**src/sv/pigt_pkg.sv**
```systemverilog
package pigt_pkg;

   // Default palette depth and field widths.
   localparam int PALETTE_DEPTH_DEFAULT = 256;
   localparam int SIZE_W  = 9;
   localparam int GRAY_W  = 8;
   localparam int ENTRY_W = 9;
   localparam int CSR_AW  = 4;
   localparam int CSR_DW  = 32;

   // Request kinds.
   localparam logic REQ_WRITE = 1'b0;
   localparam logic REQ_PIXEL = 1'b1;

   // Conversion modes; the unused code behaves as plain conversion.
   localparam logic [1:0] MODE_PLAIN = 2'd0;
   localparam logic [1:0] MODE_KEEP  = 2'd1;
   localparam logic [1:0] MODE_BG    = 2'd2;

   // Register indexes on the configuration port.
   localparam logic [1:0] CSR_MODE    = 2'd0;
   localparam logic [1:0] CSR_BG_GRAY = 2'd1;
   localparam logic [1:0] CSR_SIZE    = 2'd2;

   // Luma weights.
   localparam logic [6:0] LUMA_R   = 7'd77;
   localparam logic [7:0] LUMA_G   = 8'd150;
   localparam logic [4:0] LUMA_B   = 5'd29;
   localparam logic [15:0] LUMA_RND = 16'd128;

   typedef struct packed {
      logic        req_type;
      logic [7:0]  entry_index;
      logic [31:0] entry_argb;
      logic [7:0]  pixel_index;
      logic [7:0]  dest_gray;
   } req_payload_type;

   typedef struct packed {
      logic [GRAY_W-1:0] gray_out;
      logic              written;
   } rsp_payload_type;

   typedef struct packed {
      logic [1:0]        mode;
      logic [GRAY_W-1:0] bg_gray;
      logic [SIZE_W-1:0] palette_size;
   } cfg_type;

endpackage

```
**src/sv/pigt_if.sv**
```systemverilog
interface pigt_req_if;
   import pigt_pkg::*;
   logic            valid;
   logic            ready;
   req_payload_type payload;
   modport source (output valid, output payload, input ready);
   modport sink (input valid, input payload, output ready);
endinterface

interface pigt_rsp_if;
   import pigt_pkg::*;
   logic            valid;
   logic            ready;
   rsp_payload_type payload;
   modport source (output valid, output payload, input ready);
   modport sink (input valid, input payload, output ready);
endinterface

```
**src/sv/pigt_pipe.sv**
```systemverilog
module pigt_pipe #(
   parameter int PALETTE_DEPTH = pigt_pkg::PALETTE_DEPTH_DEFAULT
) (
   input  logic             clock,
   input  logic             reset,
   input  pigt_pkg::cfg_type cfg,
   pigt_req_if.sink         req_chan,
   pigt_rsp_if.source       rsp_chan
);
   import pigt_pkg::*;

   localparam int IDX_W = $clog2(PALETTE_DEPTH);
   localparam logic [SIZE_W-1:0] DEPTH_SZ = SIZE_W'(PALETTE_DEPTH);

   // Stage 1: request fields and the three luma products.
   logic              s1_valid_ff, s1_valid_in;
   logic              s1_type_ff;
   logic [7:0]        s1_slot_ff;
   logic              s1_opaque_ff;
   logic [14:0]       s1_pr_ff;
   logic [15:0]       s1_pg_ff;
   logic [12:0]       s1_pb_ff;
   logic [7:0]        s1_pix_ff;
   logic [7:0]        s1_dest_ff;

   // Stage 2: palette read data and pixel context.
   logic              s2_valid_ff, s2_valid_in;
   logic              s2_inrange_ff;
   logic [7:0]        s2_dest_ff;
   logic [ENTRY_W-1:0] s2_entry_ff;

   // Stage 3: result register.
   logic              s3_valid_ff, s3_valid_in;
   rsp_payload_type   s3_rsp_ff, s3_rsp_in;

   logic [ENTRY_W-1:0] palette_mem [PALETTE_DEPTH];

   logic              req_accept;
   logic              s1_leave, s2_can, s2_load, s2_leave, s3_can;
   logic [SIZE_W-1:0] size_eff;
   logic              pix_ok, mem_we;
   logic [15:0]       luma_sum;
   logic              opaque;

   // Handshake flow: each stage moves when the next one has room; palette writes leave stage 1 without waiting.
   always_comb begin
      s3_can   = !s3_valid_ff || rsp_chan.ready;
      s2_leave = s2_valid_ff && s3_can;
      s2_can   = !s2_valid_ff || s2_leave;
      s2_load  = s1_valid_ff && (s1_type_ff == REQ_PIXEL) && s2_can;
      s1_leave = s1_valid_ff && ((s1_type_ff == REQ_WRITE) || s2_can);
      req_chan.ready = !s1_valid_ff || s1_leave;
      req_accept = req_chan.valid && req_chan.ready;
   end

   always_comb begin
      s1_valid_in = req_accept ? 1'b1 : (s1_leave ? 1'b0 : s1_valid_ff);
      s2_valid_in = s2_can ? (s1_valid_ff && (s1_type_ff == REQ_PIXEL)) : s2_valid_ff;
      s3_valid_in = s3_can ? s2_valid_ff : s3_valid_ff;
   end

   always_ff @(posedge clock) begin
      if (reset) begin
         s1_valid_ff <= 1'b0;
         s2_valid_ff <= 1'b0;
         s3_valid_ff <= 1'b0;
      end else begin
         s1_valid_ff <= s1_valid_in;
         s2_valid_ff <= s2_valid_in;
         s3_valid_ff <= s3_valid_in;
      end
   end

   // Stage 1 capture, with the weighted colour channels.
   always_ff @(posedge clock) begin
      if (req_accept) begin
         s1_type_ff   <= req_chan.payload.req_type;
         s1_slot_ff   <= req_chan.payload.entry_index;
         s1_opaque_ff <= req_chan.payload.entry_argb[31];
         s1_pr_ff     <= 15'(req_chan.payload.entry_argb[23:16]) * 15'(LUMA_R);
         s1_pg_ff     <= 16'(req_chan.payload.entry_argb[15:8]) * 16'(LUMA_G);
         s1_pb_ff     <= 13'(req_chan.payload.entry_argb[7:0]) * 13'(LUMA_B);
         s1_pix_ff    <= req_chan.payload.pixel_index;
         s1_dest_ff   <= req_chan.payload.dest_gray;
      end
   end

   // Effective palette size and the rounded luma sum.
   always_comb begin
      size_eff = (cfg.palette_size > DEPTH_SZ) ? DEPTH_SZ : cfg.palette_size;
      pix_ok   = {1'b0, s1_pix_ff} < size_eff;
      mem_we   = s1_leave && (s1_type_ff == REQ_WRITE) && ({1'b0, s1_slot_ff} < DEPTH_SZ);
      luma_sum = 16'(s1_pr_ff) + s1_pg_ff + 16'(s1_pb_ff) + LUMA_RND;
   end

   // Palette store: writes and reads leave stage 1 in request order.
   always_ff @(posedge clock) begin
      if (mem_we) begin
         palette_mem[s1_slot_ff[IDX_W-1:0]] <= {s1_opaque_ff, luma_sum[15:8]};
      end
   end

   always_ff @(posedge clock) begin
      if (s2_load) begin
         s2_entry_ff   <= palette_mem[s1_pix_ff[IDX_W-1:0]];
         s2_inrange_ff <= pix_ok;
         s2_dest_ff    <= s1_dest_ff;
      end
   end

   // Result selection by mode.
   always_comb begin
      opaque = s2_inrange_ff && s2_entry_ff[ENTRY_W-1];
      case (cfg.mode)
         MODE_KEEP: begin
            s3_rsp_in.gray_out = opaque ? s2_entry_ff[GRAY_W-1:0] : s2_dest_ff;
            s3_rsp_in.written  = opaque;
         end
         MODE_BG: begin
            s3_rsp_in.gray_out = opaque ? s2_entry_ff[GRAY_W-1:0] : cfg.bg_gray;
            s3_rsp_in.written  = 1'b1;
         end
         default: begin
            s3_rsp_in.gray_out = s2_inrange_ff ? s2_entry_ff[GRAY_W-1:0] : '0;
            s3_rsp_in.written  = 1'b1;
         end
      endcase
   end

   always_ff @(posedge clock) begin
      if (s2_leave) begin
         s3_rsp_ff <= s3_rsp_in;
      end
   end

   assign rsp_chan.valid   = s3_valid_ff;
   assign rsp_chan.payload = s3_rsp_ff;

endmodule

```
**src/sv/palette_index_to_gray_with_transparency.sv**
```systemverilog
// A pixel request's result passes the stage 1, stage 2 and stage 3 registers
// before it is presented on the result channel.
// Throughput: one request per cycle, pixels and palette writes alike, while results
// are taken; the three register stages are products, palette read and mode select.
// Reset is synchronous: it empties the pipeline and sets mode 0, background
// gray 0 and palette size 256. Palette contents stay undefined until written.
module palette_index_to_gray_with_transparency #(
   parameter int PALETTE_DEPTH = pigt_pkg::PALETTE_DEPTH_DEFAULT
) (
   input  logic                         clock,
   input  logic                         reset,
   pigt_req_if.sink                     req_chan,
   pigt_rsp_if.source                   rsp_chan,
   input  logic                         csr_psel,
   input  logic                         csr_penable,
   input  logic                         csr_pwrite,
   input  logic [pigt_pkg::CSR_AW-1:0]  csr_paddr,
   input  logic [pigt_pkg::CSR_DW-1:0]  csr_pwdata,
   output logic [pigt_pkg::CSR_DW-1:0]  csr_prdata,
   output logic                         csr_pready
);
   import pigt_pkg::*;

   logic [1:0]        mode_ff;
   logic [GRAY_W-1:0] bg_gray_ff;
   logic [SIZE_W-1:0] size_ff;
   logic              csr_write;
   logic [1:0]        csr_index;
   cfg_type           cfg;

   assign csr_pready = 1'b1;
   assign csr_write  = csr_psel && csr_penable && csr_pwrite;
   assign csr_index  = csr_paddr[3:2];

   // Configuration registers.
   always_ff @(posedge clock) begin
      if (reset) begin
         mode_ff    <= MODE_PLAIN;
         bg_gray_ff <= '0;
         size_ff    <= SIZE_W'(256);
      end else if (csr_write) begin
         unique case (csr_index)
            CSR_MODE:    mode_ff    <= csr_pwdata[1:0];
            CSR_BG_GRAY: bg_gray_ff <= csr_pwdata[GRAY_W-1:0];
            CSR_SIZE:    size_ff    <= csr_pwdata[SIZE_W-1:0];
            default: ;
         endcase
      end
   end

   // Read-back.
   always_comb begin
      unique case (csr_index)
         CSR_MODE:    csr_prdata = CSR_DW'(mode_ff);
         CSR_BG_GRAY: csr_prdata = CSR_DW'(bg_gray_ff);
         CSR_SIZE:    csr_prdata = CSR_DW'(size_ff);
         default:     csr_prdata = '0;
      endcase
   end

   assign cfg.mode         = mode_ff;
   assign cfg.bg_gray      = bg_gray_ff;
   assign cfg.palette_size = size_ff;

   pigt_pipe #(
      .PALETTE_DEPTH(PALETTE_DEPTH)
   ) u_pipe (
      .clock   (clock),
      .reset   (reset),
      .cfg     (cfg),
      .req_chan(req_chan),
      .rsp_chan(rsp_chan)
   );

endmodule

```
**src/flat_wrapper.sv**
```systemverilog
// flat-port wrapper written by rule: the top's interface ports become plain ports
module palette_index_to_gray_with_transparency_flat import pigt_pkg::*;
#(
   parameter int PALETTE_DEPTH = pigt_pkg::PALETTE_DEPTH_DEFAULT
)
  (clock, reset, csr_psel, csr_penable, csr_pwrite, csr_paddr, csr_pwdata, csr_prdata, csr_pready, req_chan_valid, req_chan_payload, req_chan_ready, rsp_chan_valid, rsp_chan_payload, rsp_chan_ready);
  pigt_req_if req_chan_i ();
  pigt_rsp_if rsp_chan_i ();
  input  logic clock;
  input  logic reset;
  input  logic csr_psel;
  input  logic csr_penable;
  input  logic csr_pwrite;
  input  logic [pigt_pkg::CSR_AW-1:0] csr_paddr;
  input  logic [pigt_pkg::CSR_DW-1:0] csr_pwdata;
  output logic [pigt_pkg::CSR_DW-1:0] csr_prdata;
  output logic csr_pready;
  input wire logic [$bits(req_chan_i.valid)-1:0] req_chan_valid;
  input wire logic [$bits(req_chan_i.payload)-1:0] req_chan_payload;
  output wire logic [$bits(req_chan_i.ready)-1:0] req_chan_ready;
  output wire logic [$bits(rsp_chan_i.valid)-1:0] rsp_chan_valid;
  output wire logic [$bits(rsp_chan_i.payload)-1:0] rsp_chan_payload;
  input wire logic [$bits(rsp_chan_i.ready)-1:0] rsp_chan_ready;
  assign req_chan_i.valid = req_chan_valid;
  assign req_chan_i.payload = req_chan_payload;
  assign req_chan_ready = req_chan_i.ready;
  assign rsp_chan_valid = rsp_chan_i.valid;
  assign rsp_chan_payload = rsp_chan_i.payload;
  assign rsp_chan_i.ready = rsp_chan_ready;
  palette_index_to_gray_with_transparency #(.PALETTE_DEPTH(PALETTE_DEPTH)) u_core (.clock(clock), .reset(reset), .req_chan(req_chan_i), .rsp_chan(rsp_chan_i), .csr_psel(csr_psel), .csr_penable(csr_penable), .csr_pwrite(csr_pwrite), .csr_paddr(csr_paddr), .csr_pwdata(csr_pwdata), .csr_prdata(csr_prdata), .csr_pready(csr_pready));
endmodule
```
**config.mk**
```make
export PLATFORM = sky130hd
export DESIGN_NAME = palette_index_to_gray_with_transparency_flat
export DESIGN_NICKNAME = d
export VERILOG_FILES = /design/src/sv/pigt_pkg.sv /design/src/sv/pigt_if.sv /design/src/sv/pigt_pipe.sv /design/src/sv/palette_index_to_gray_with_transparency.sv /design/src/flat_wrapper.sv
export SDC_FILE = /design/constraint.sdc
export NUM_CORES = 2
export LEC_CHECK = 0
export BUFFER_PORTS_ARGS = -buffer_cell sky130_fd_sc_hd__buf_2
export CAP_MARGIN = 20
export CORE_MARGIN = 1.5
export CORE_UTILIZATION = 57
export CTS_CLUSTER_DIAMETER = 200
export DETAILED_ROUTE_END_ITERATION = 8
export GPL_TIMING_DRIVEN = 0
export PLACE_DENSITY = 0.76
export SYNTH_ARGS = -nofsm -noshare
export SYNTH_HDL_FRONTEND = slang
export SYNTH_SLANG_ARGS = --single-unit
```
**constraint.sdc**
```tcl
create_clock -name clock -period 15.1 [get_ports clock]
set_clock_uncertainty 0.1 [all_clocks]
set_input_delay 3.02 -clock clock [delete_from_list [all_inputs] [get_ports clock]]
set_output_delay 3.02 -clock clock [all_outputs]
set_load 0.03 [all_outputs]
```
---- Yosys cells after proc, flatten, opt, wreduce, memory -nomap -nowiden ----
Memory sizes are Yosys's and may differ from the RTL's. A register that Yosys moved wholly into a read port is not among the register bits.
Cells that the tools add are included.
Widths: inputs -> output; s select.
word-level totals
  bits in writable memories ............... 2,304
  register bits after elaboration ......... 109
  input port bits ......................... 100
  memories kept ........................... 1
operators by class
  equal/unequal tests ..................... 4
  bitwise operators ....................... 1
  order comparisons ....................... 2
  multipliers ............................. 3
  reductions and logical operators ........ 21
  mux-type cells .......................... 10
  add/sub/neg operators ................... 3
memory list
  name                       depth  width  rd ports  clocked after Yosys merged registers in  wr ports  line             RTL
  u_core.u_pipe.palette_mem  256    9      1         1                                        1         pigt_pipe.sv:36  logic [ENTRY_W-1:0] palette_mem [PALETTE_DEPTH];
operators with widths
  operator               number
  $mul 8x7->15 const B   2
  $pmux 9 s3             1
  $mux 8                 3
  $pmux 9 s2             1
  $add 15x16->16         1
  $add 16x13->16         1
  $add 16x8->16 const B  1
  $mul 8x5->13 const B   1
  $gt 9x9->1 const B     1
  $logic_and 1x1->1      9
  $lt 8x9->1             1
  $mux 9                 1
  $reduce_and 2->1       3
  $eq 2x1->1 const B     2
  $eq 2x2->1 const B     2
  $logic_or 1x1->1       4
  $mux 1                 4
  $logic_not 1->1        3
  $logic_not 2->1        1
  $reduce_bool 2->1      1
  $not 1->1              1

---- Depth between registers and ports, before layout ----
  depth in word-level cells ............... 9
  mapped depth ............................ 14
  depth with buffers taken out ............ 14

---- Modules after synthesis ----
A second synthesis with hierarchy kept.
unflattened totals
  cells, all modules ...................... 4,683
  area total of the unflattened synthesis .. 97,274.5 µm²
modules (own cells, without submodules)
  module                                   instances  seq. area each (µm²)  cells an instance  area an instance (µm²)
  pigt_pipe                                1          72,129.2              4,567              96,164.7
  palette_index_to_gray_with_transparency  1          380.4                 116                1,109.8

---- Worst setup path before layout ----
No wires, ideal clock.
  path type ............................... reg2reg
  from .................................... register u_core.u_pipe.s1_pr_ff[5]
  to ...................................... memory u_core.u_pipe.palette_mem[0][4], data pin
  period minus slack after synthesis ...... 14,910 ps
  required time ........................... 12,729 ps
  path buffers ............................ 0
  arrival time ............................ 12,539 ps
  stages on the path, launching flop included .. 11
  slack ................................... 190 ps
  cell sequence ........................... edfxtp_1 > inv_1 > fa_1 > inv_1 > ha_1 > ha_1 > a2111o_1 > o2111ai_1 > a21oi_1 > nor2_1 > a21boi_0
on the way
  longest elaborated chain between the ends .. 3
RTL lines
  item                                  line             RTL
  start: declaration                    pigt_pipe.sv:20  logic [14:0] s1_pr_ff;
  start signal: assignment              pigt_pipe.sv:80  s1_pr_ff <= 15'(req_chan.payload.entry_argb[23:16]) * 15'(LUMA_R);
  $add 15x16->16                        pigt_pipe.sv:93  luma_sum = 16'(s1_pr_ff) + s1_pg_ff + 16'(s1_pb_ff) + LUMA_RND;
  $add 16x13->16                        pigt_pipe.sv:93
  $add 16x8->16                         pigt_pipe.sv:93
  named net u_core.u_pipe.luma_sum[12]  pigt_pipe.sv:42  logic [15:0] luma_sum;
  end: declaration                      pigt_pipe.sv:36
The timed path passes the listed nets, and every way through them passes these cells.

---- Worst setup path after layout ----
  from .................................... input csr_paddr[2] in the netlist's numbering
  to ...................................... output csr_prdata[2] in the netlist's numbering
on the way
  longest elaborated chain between the ends .. 2
  elaborated cells on any way between the ends .. 4
  those cells by class .................... 2 x eq/ne; 1 x mux; 1 x reduce/logical
RTL lines
  item                                line                                           RTL
  start: declaration                  flat_wrapper.sv:14                             input logic [pigt_pkg::CSR_AW-1:0] csr_paddr;
  $eq 2x2->1 (tied with other cells)  palette_index_to_gray_with_transparency.sv:53  unique case (csr_index)
  $pmux 9 s3 (*)                      palette_index_to_gray_with_transparency.sv:53
  end: declaration                    flat_wrapper.sv:16                             output logic [pigt_pkg::CSR_DW-1:0] csr_prdata;
Mark *: on every way between the ends. The rest lies on a longest branch, timed or not.

==> flow_summary.toml <==
[status]
status = "finished clean"

[clock_network]
clk_latency_ns = 0.87
postCtsHoldBufs = 0
root_buffer = "clkbuf_16"
htree_levels = 4
cts-resized-gates = 0
cts_tree = "yes"
clock-sinks = 2422
clockBufferDepth = 3
path_clk_slew_ns = 0.06
cts_buffers = 227
post_cts_buffers = 0

[synthesis]
synth-main-ff-cell = "edfxtp_1"
syn-cell-area_sq_um = 97100
postSynthCellCount = 4667
yosysWarnings = 0
synth_edf_count = 2400
async_flop_share_pct = 0
ys_seq_area_share_pct = 74.7
synth.avg_cell_area_sq_um = 20.8
ys_ff_latch = 2422
ys_types = 63

[place]
dp_cells = 7098
globalplace.congestion = 0.922
portBuffers = 86
place_hpwl_mm = 175

[route]
firstDrtPassIters = 8
vias_per_cell = 6.80
ant_nets = 0
drc = 0
top_layer = "met5"
drt-total-wl_mm = 264
wl_met1_mm = 91.4
vias = 51300
met2_length_mm = 122
wl_met3_mm = 34.9
routedWlPerCell_um = 34.9
drt-initial-drc-count = 8729

[global_routing]
grt_usage_pct = 30.5
grt_pass1_wl_mm = 369
grt_pass1_vias = 50300
antenna_found_initial = 14
grt-ovfl-total = 0
grt_max_degree = 52

[run]
drv_cap = 0

[sta]
timing.final.crit_share_pct = 48.8
hold_viol = 0
setup_viol = 0
fin_hold_ws_ns = 0.330
rsz0062_at_grt = "no"
fmax_mhz = 136
max_slew.worst_pin.slew_ns = 1.25
timing.slew.headroom_pct = 16.5
final_max_slew_viol_count = 0
layout_min_cycle_time_ns = 7.36

[min_path]
hold_class = "register to register"

[worst_setup_path]
critPathMaxFanout = 7
crit_path_start_kind = "primary input"
worst_ep_arrival_time_ns = 4.24
critPathCaptureType = "primary output"
cp.required_ns = 11.98
regToRegSetupSlack_ns = 9.52
path_class = "primary input to primary output"

[cells_and_area]
drive_above_1_share_pct = 25.1
fin_cells = 7545
finalNetCount = 5390
synthToLayoutAreaGrowth_pct = 13.4

[floorplan]
core_area_sq_um = 169000
initial_core_util_pct = 57.4
die_area_sq_um = 173000
die_h_um = 416
rows = 151
ios = 144
die_w_um = 416
## state kept, by name (all words and copies together), names as in the netlist, 2 cells and up
name	count
u_core.mode_ff	2
u_core.u_pipe.s1_pb_ff	13
u_core.u_pipe.palette_mem	2304
u_core.u_pipe.s2_entry_ff	9
u_core.bg_gray_ff	8
u_core.u_pipe.rsp_chan.payload	9
u_core.u_pipe.s1_pr_ff	15
u_core.size_ff	9
u_core.u_pipe.s1_pg_ff	15
u_core.u_pipe.s2_dest_ff	8
u_core.u_pipe.s1_pix_ff	8
u_core.u_pipe.s1_slot_ff	8
u_core.u_pipe.s1_dest_ff	8
## final cells by class
type / count / area, sq um
Inverter: 116 / 435
Buffer: 269 / 1530
Timing Repair Buffer: 200 / 2370
Sequential cell: 2422 / 72500
Clock inverter: 173 / 1690
Fill cell: 10700 / 59200
Tap cell: 2218 / 2780
Multi-Input combinational cell: 1882 / 22800
Clock buffer: 256 / 5940
Antenna cell: 9 / 22.5
## cell families (layout without fill, tap and decap cells)
| logic type | count (synthesis) | count (layout) | synth area share [%] |
|---|---|---|---|
| multiplexers | 748 | 748 | 15.5 |
| flip-flops | 2422 | 2422 | 74.7 |
| AO/OA/AOI/OAI | 363 | 363 | 2.51 |
| buffers and inverters | 385 | 1014 | 2.02 |
| XOR/XNOR | 33 | 33 | 0.298 |
| adder cells (fa/ha/maj) | 172 | 172 | 2.51 |
| AND/OR/NAND/NOR | 542 | 542 | 2.46 |
| other | 2 | 33 | 0.00773 |
## synthesized netlist by cell type (21+ instances only)
master / instances / area share [%]
edfxtp_1: 2400 / 74
mux4_2: 606 / 14
nor2_1: 304 / 1.2
mux2i_1: 135 / 1.4
ha_1: 134 / 1.7
inv_1: 116 / 0.45
clkbuf_1: 102 / 0.39
a21oi_1: 99 / 0.51
nand2_1: 80 / 0.31
buf_2: 68 / 0.35
buf_4: 66 / 0.51
a22oi_1: 53 / 0.41
o221ai_1: 41 / 0.37
o21ai_0: 40 / 0.21
fa_1: 38 / 0.78
nand3_1: 34 / 0.18
o22ai_1: 26 / 0.17
a21o_1: 22 / 0.17
dfxtp_1: 22 / 0.45
xnor2_1: 22 / 0.20
nor2b_1: 21 / 0.14
## worst max-delay path: stages
cell      delay (ns)
clkbuf_1        0.24
nor2b_1         0.53
a22o_1          0.25
buf_2           0.20
## per-layer routing
metal  vias up  GRT usage (%)
met2      4165           46.4
met3       762           9.29
met5         -              0
li1      20100              -
met1     26300           40.5
met4        20           15.4
## through the flow
stage | TNS, ns | util (%) | instance area [sq um] | worst slack, ns
finish | 0 | 65.0 | 110000 | 7.74
global route | 0 | 65.0 | 110000 | 7.66
CTS | 0 | 65.0 | 110000 | 7.79
detailed placement | 0 | 60.5 | 102000 | 7.83
global placement | -8518.73 | 59.3 | 100000 | -9.72
floorplan | 0 | - | 97200 | 0.190
## path summary, 6_finish.rpt
path | cells after the start | startpoint | end
setup / recovery | 4 | csr_paddr[2] | csr_prdata[2]
hold / removal | 0 | u_core.u_pipe.s1_dest_ff[2] | u_core.u_pipe.s2_dest_ff[2]
setup reg to reg | 8 | u_core.u_pipe.s1_pix_ff[4] | u_core.u_pipe.s2_entry_ff[5]
hold reg to reg | 0 | u_core.u_pipe.s1_dest_ff[2] | u_core.u_pipe.s2_dest_ff[2]
## placed cells by master, fill, tap and decap left out, types with 19 or more instances in the layout
cell,synthesis,layout
nor2b_1,21,21
a21oi_1,99,98
nor3_1,19,19
nand2b_1,20,20
bufinv_16,0,30
and3_1,20,20
dfxtp_1,22,22
edfxtp_1,2400,2400
buf_6,19,40
buf_8,2,52
nor2_1,304,303
buf_4,66,69
nand2_1,80,80
a22oi_1,53,53
clkinv_2,0,54
o221ai_1,41,41
buf_16,0,19
buf_12,1,21
nand3_1,34,34
o22ai_1,26,26
clkbuf_16,0,234
mux4_2,606,606
clkbuf_1,102,120
clkinv_1,0,61
inv_1,116,116
conb_1,2,24
mux2i_1,135,135
ha_1,134,134
buf_2,68,155
a21o_1,22,22
o21ai_0,40,40
fa_1,38,38
Power is not shown: default switching activity piles up to over one toggle a cycle in this logic, so the estimate is an artifact.
